==> src/salc_pkg.sv <==
// ----------------------------------------------------------------------------
// salc_pkg
// Shared types and constants of the set-associative LRU cache model.
// ----------------------------------------------------------------------------
package salc_pkg;

	// access kinds
	localparam logic [1:0] KIND_LOAD   = 2'd0;
	localparam logic [1:0] KIND_STORE  = 2'd1;
	localparam logic [1:0] KIND_MODIFY = 2'd2;
	localparam logic [1:0] KIND_NONE   = 2'd3;

	// register indexes (byte address bits [3:2])
	localparam logic [1:0] REG_SET_BITS    = 2'd0;
	localparam logic [1:0] REG_OFFSET_BITS = 2'd1;
	localparam logic [1:0] REG_WAYS        = 2'd2;

	localparam int SET_INDEX_W = 6;
	localparam int CNT_W       = 32;
	localparam int PADDR_W     = 4;
	localparam int PDATA_W     = 32;

	// controller to datapath commands
	typedef struct packed {
		logic accept;   // latch transaction, read the set row
		logic resolve;  // look up, update row and counters, load result
		logic second;   // load the forced hit of a modify
	} salc_cmd_t;

	// datapath to controller status
	typedef struct packed {
		logic out_free;
		logic is_modify;
		logic no_access;
	} salc_stat_t;

endpackage

==> src/salc_ctrl.sv <==
// ----------------------------------------------------------------------------
// salc_ctrl
// Sequencer: accept, resolve one or two accesses, return to idle.
// ----------------------------------------------------------------------------
module salc_ctrl (
	input  logic                 clk,
	input  logic                 arst_n,
	input  logic                 in_valid,
	output logic                 in_ready,
	input  salc_pkg::salc_stat_t stat,
	output salc_pkg::salc_cmd_t  cmd
);
	import salc_pkg::*;

	typedef enum logic [1:0] {
		ST_IDLE,
		ST_LOOK,
		ST_SECOND
	} state_t;

	state_t state_q;

	// command decode
	always_comb begin
		cmd         = '0;
		in_ready    = (state_q == ST_IDLE);
		cmd.accept  = (state_q == ST_IDLE) && in_valid;
		cmd.resolve = (state_q == ST_LOOK) && stat.out_free;
		cmd.second  = (state_q == ST_SECOND) && stat.out_free;
	end

	// state register
	always_ff @(posedge clk or negedge arst_n) begin
		if (!arst_n) begin
			state_q <= ST_IDLE;
		end else begin
			unique case (state_q)
				ST_IDLE: begin
					if (in_valid && !stat.no_access)
						state_q <= ST_LOOK;
				end
				ST_LOOK: begin
					if (stat.out_free)
						state_q <= stat.is_modify ? ST_SECOND : ST_IDLE;
				end
				ST_SECOND: begin
					if (stat.out_free)
						state_q <= ST_IDLE;
				end
				default: state_q <= ST_IDLE;
			endcase
		end
	end

endmodule

==> config.mk <==
export PLATFORM = sky130hd
export DESIGN_NAME = salc_ctrl
export DESIGN_NICKNAME = d
export VERILOG_FILES = /design/src/salc_pkg.sv /design/src/salc_ctrl.sv
export SDC_FILE = /design/constraint.sdc
export NUM_CORES = 1
export LEC_CHECK = 0
export BUFFER_PORTS_ARGS = -buffer_cell sky130_fd_sc_hd__buf_4
export CAP_MARGIN = 5
export CORE_AREA = 2 2 39 41
export CTS_CLUSTER_DIAMETER = 50
export DETAILED_ROUTE_END_ITERATION = 7
export DIE_AREA = 0 0 41 43
export HOLD_SLACK_MARGIN = 0.02
export SYNTH_ARGS = -nofsm -noshare
export SYNTH_HDL_FRONTEND = slang
export SYNTH_SLANG_ARGS = --single-unit
==> constraint.sdc <==
create_clock -name clk -period 1.16 [get_ports clk]
set_input_delay 0.348 -clock clk [delete_from_list [all_inputs] [get_ports clk]]
set_output_delay 0.348 -clock clk [all_outputs]
set_load 0.05 [all_outputs]
==> reports/results.tsv <==
stage	metric	value	unit
routing	totalWireLength	353	microns
clock_network	cts_root_buf	clkbuf_4	
synthesis	netlist_area	116	sq um
hold_path	min_path_type	in -> reg	
global_route	grt_antenna_before_repair	0	
finish	max_flop_register	state_q	
floorplan	die-area	0.00176	sq mm
power_and_ir_drop	finalPower	443	uW
clock_network	htree_levels	1	
synthesis	syn_inst	11	
synthesis	synth_nets	17	
finish	largest_register_ffs	2	
clock_network	path_clk_slew	0.03	ns
routing	wl_per_cell	8.02	microns
floorplan	die_h	43	microns
clock_network	tritoncts	done	
global_route	grt_pass1_wl	572	microns
routing	drc	0	
timing	slew_headroom	88.2	%
timing	max_freq	704	MHz
timing	period_minus_slack	1.42	ns
worst_setup_path	r2r_slack	0	ns
worst_setup_path	crit_path_end_kind	primary output	
finish	nets	36	
finish	final_layout_size_suffix_gt1_share	75.0	%
worst_setup_path	regToRegStartpoint	state_q[0]$_DFFE_PN0P_	
floorplan	ios	10	
power_and_ir_drop	powerDensity	1440	mW/mm^2
floorplan	start_util	8.41	%
timing	finalHoldViolCount	0	
routing	drt_iter0_drc	1	
clock_network	clockBufferDepth	2	
timing	tightest_slew	0.176	ns
worst_setup_path	cpMaxStageDelayCell	dfrtp_2	
timing	skew	0.00372	ns
global_route	track_usage	5.62	%
placement	portBuffers	9	
timing	postLayoutSetupSlackWorst	-0.261	ns
synthesis	ys_seq_elements	2	
timing	setup_tns	-0.903	ns
worst_setup_path	cp.arrival	1.07	ns
synthesis	synth_cell_types	9	
timing	post-route-period-util	123	%
worst_setup_path	worstRegToRegCells	3	
run	cap_violations	0	
floorplan	rows	14	
global_route	grt_max_degree	6	
floorplan	die_w	41	microns
power_and_ir_drop	ir_drop	383	uV
worst_setup_path	cp_cell_sequence	and3b_2 -> buf_8	
timing	finalSetupViolCount	4	
finish	reg.largest.list	state_q x2	
worst_setup_path	startpoint	state_q[1]$_DFFE_PN0P_	
worst_setup_path	critPathRequiredTime	0.81	ns
worst_setup_path	crit_type	reg -> out	
synthesis	avgSynthCellArea	10.6	sq um
placement	gp_congestion	0.583	
worst_setup_path	critPathMaxStageDelay	0.43	ns
routing	via_per_inst	3.45	
status	status	complete, but fails checks	
routing	ant_nets	0	
worst_setup_path	cp-start-kind	register	
clock_network	cts.sinks	2	
global_route	grt_pass1_vias	157	
status	failed_checks	negative setup slack	
worst_setup_path	cp-endpoint	cmd[1]	
worst_setup_path	crit_path_max_fanout	5	
power_and_ir_drop	p_leak	0.156	nW
finish	area_delta_synth_final	165	%
timing	rsz0062_at_grt	yes	
finish	diodes	0	
worst_setup_path	r2r_end	state_q[0]$_DFFE_PN0P_	
finish	regArea	51.3	sq um
clock_network	clkLatencyLatePin	0.22	ns
floorplan	core_area	0.00138	sq mm
routing	vias	152	
global_route	gr-total-overflow	0	
finish	nFillCells	152	
synthesis	yosysSeqAreaShare	43.0	%
timing	holdWs	0.331	ns
clock_network	cts_buffers	3	
synthesis	yosys_warnings	0	
routing	firstDrtPassIters	3	
timing	drv_slew	0	
finish	multi_input_area	76.3	sq um
==> final cells by class <==
cell class,instances,share of cell area [%]
repair buffers,14,44.7
multi-input cells,9,24.8
flip-flops and latches,2,16.7
clock buffers,3,7.32
well taps,16,6.50
==> worst min-delay path by stage <==
| stage | from | endpoint | slack [ns] | cells after the start |
|---|---|---|---|---|
| after floorplan | arst_n | state_q[0]$_DFFE_PN0P_ | 0.05 | 0 |
| after global placement | arst_n | state_q[0]$_DFFE_PN0P_ | 0.13 | 1 |
| after detailed placement | arst_n | state_q[0]$_DFFE_PN0P_ | 0.13 | 1 |
| after CTS | stat[1] | state_q[1]$_DFFE_PN0P_ | 0.33 | 2 |
| after global routing | stat[1] | state_q[1]$_DFFE_PN0P_ | 0.33 | 2 |
| final | stat[1] | state_q[1]$_DFFE_PN0P_ | 0.33 | 2 |
==> power by group <==
| group | switching, mW | internal, mW | leakage, nW |
|---|---|---|---|
| Sequential | 0.0119 | 0.0792 | 0.0249 |
| Combinational | 0.0950 | 0.105 | 0.117 |
| Clock | 0.0376 | 0.114 | 0.0138 |
| Total | 0.144 | 0.298 | 0.156 |
==> timing repair <==
item,4_1_cts,5_1_grt
gates resized for setup,6,3
pin swaps,1,2
setup endpoints to repair,4,5
buffers inserted,2,1
hold buffers,1,0
endpoints found under the hold margin,2,0
==> per-layer routing <==
metal | GRT usage [%] | up-vias | wire (microns)
met4 | 8.00 | 0 | 12
met3 | 3.14 | 2 | 42
li1 | - | 76 | -
met5 | 0 | - | 0
met1 | 4.18 | 68 | 115
met2 | 7.81 | 6 | 182
==> placed cells by master, fill, tap and decap left out, drive strengths merged <==
| cell type | n |
|---|---|
| dlygate4sd3 | 1 |
| clkbuf | 3 |
| buf | 13 |
| or2b | 1 |
| nor2 | 1 |
| a21o | 1 |
| or3b | 1 |
| nor3b | 1 |
| a21oi | 1 |
| and2 | 1 |
| and3b | 2 |
| dfrtp | 2 |
==> critical path, delay by kind of cell, from the launching register on <==
kind | cells | cell delay (ns)
flops | 1 | 0.43
buf+inv | 1 | 0.15
simple gates | 1 | 0.28
==> synth_stat cells <==
cell type	instances	share of area (%)
nor2_1	1	3.2
and3b_2	2	17
or3b_1	1	7.5
a21oi_1	1	4.3
or2b_1	1	6.5
dfrtp_1	2	43
nor3b_1	1	6.5
and2_1	1	5.4
a21o_1	1	6.5
==> logic make-up (layout without fill, tap and decap cells) <==
family          count (synthesis)  in the layout  synth area share [%]
compound gates                  2              2                  10.8
buf+inv                         0             17                     0
simple gates                    7              7                  46.2
flops                           2              2                  43.0
==> stage by stage <==
step           cells  instance area, sq um  utilization, %  setup slack, ns
2_1_floorplan     11                   126               -           -0.200
5_1_grt           44                   308            22.2           -0.292
3_5_place_dp      37                   221            16.0          -0.0524
3_3_place_gp      37                   221            16.0          -0.0486
4_1_cts           43                   292            21.1           -0.262
6_report          44                   308            22.2           -0.261
Note: power is estimated with default switching activity, not from simulation.
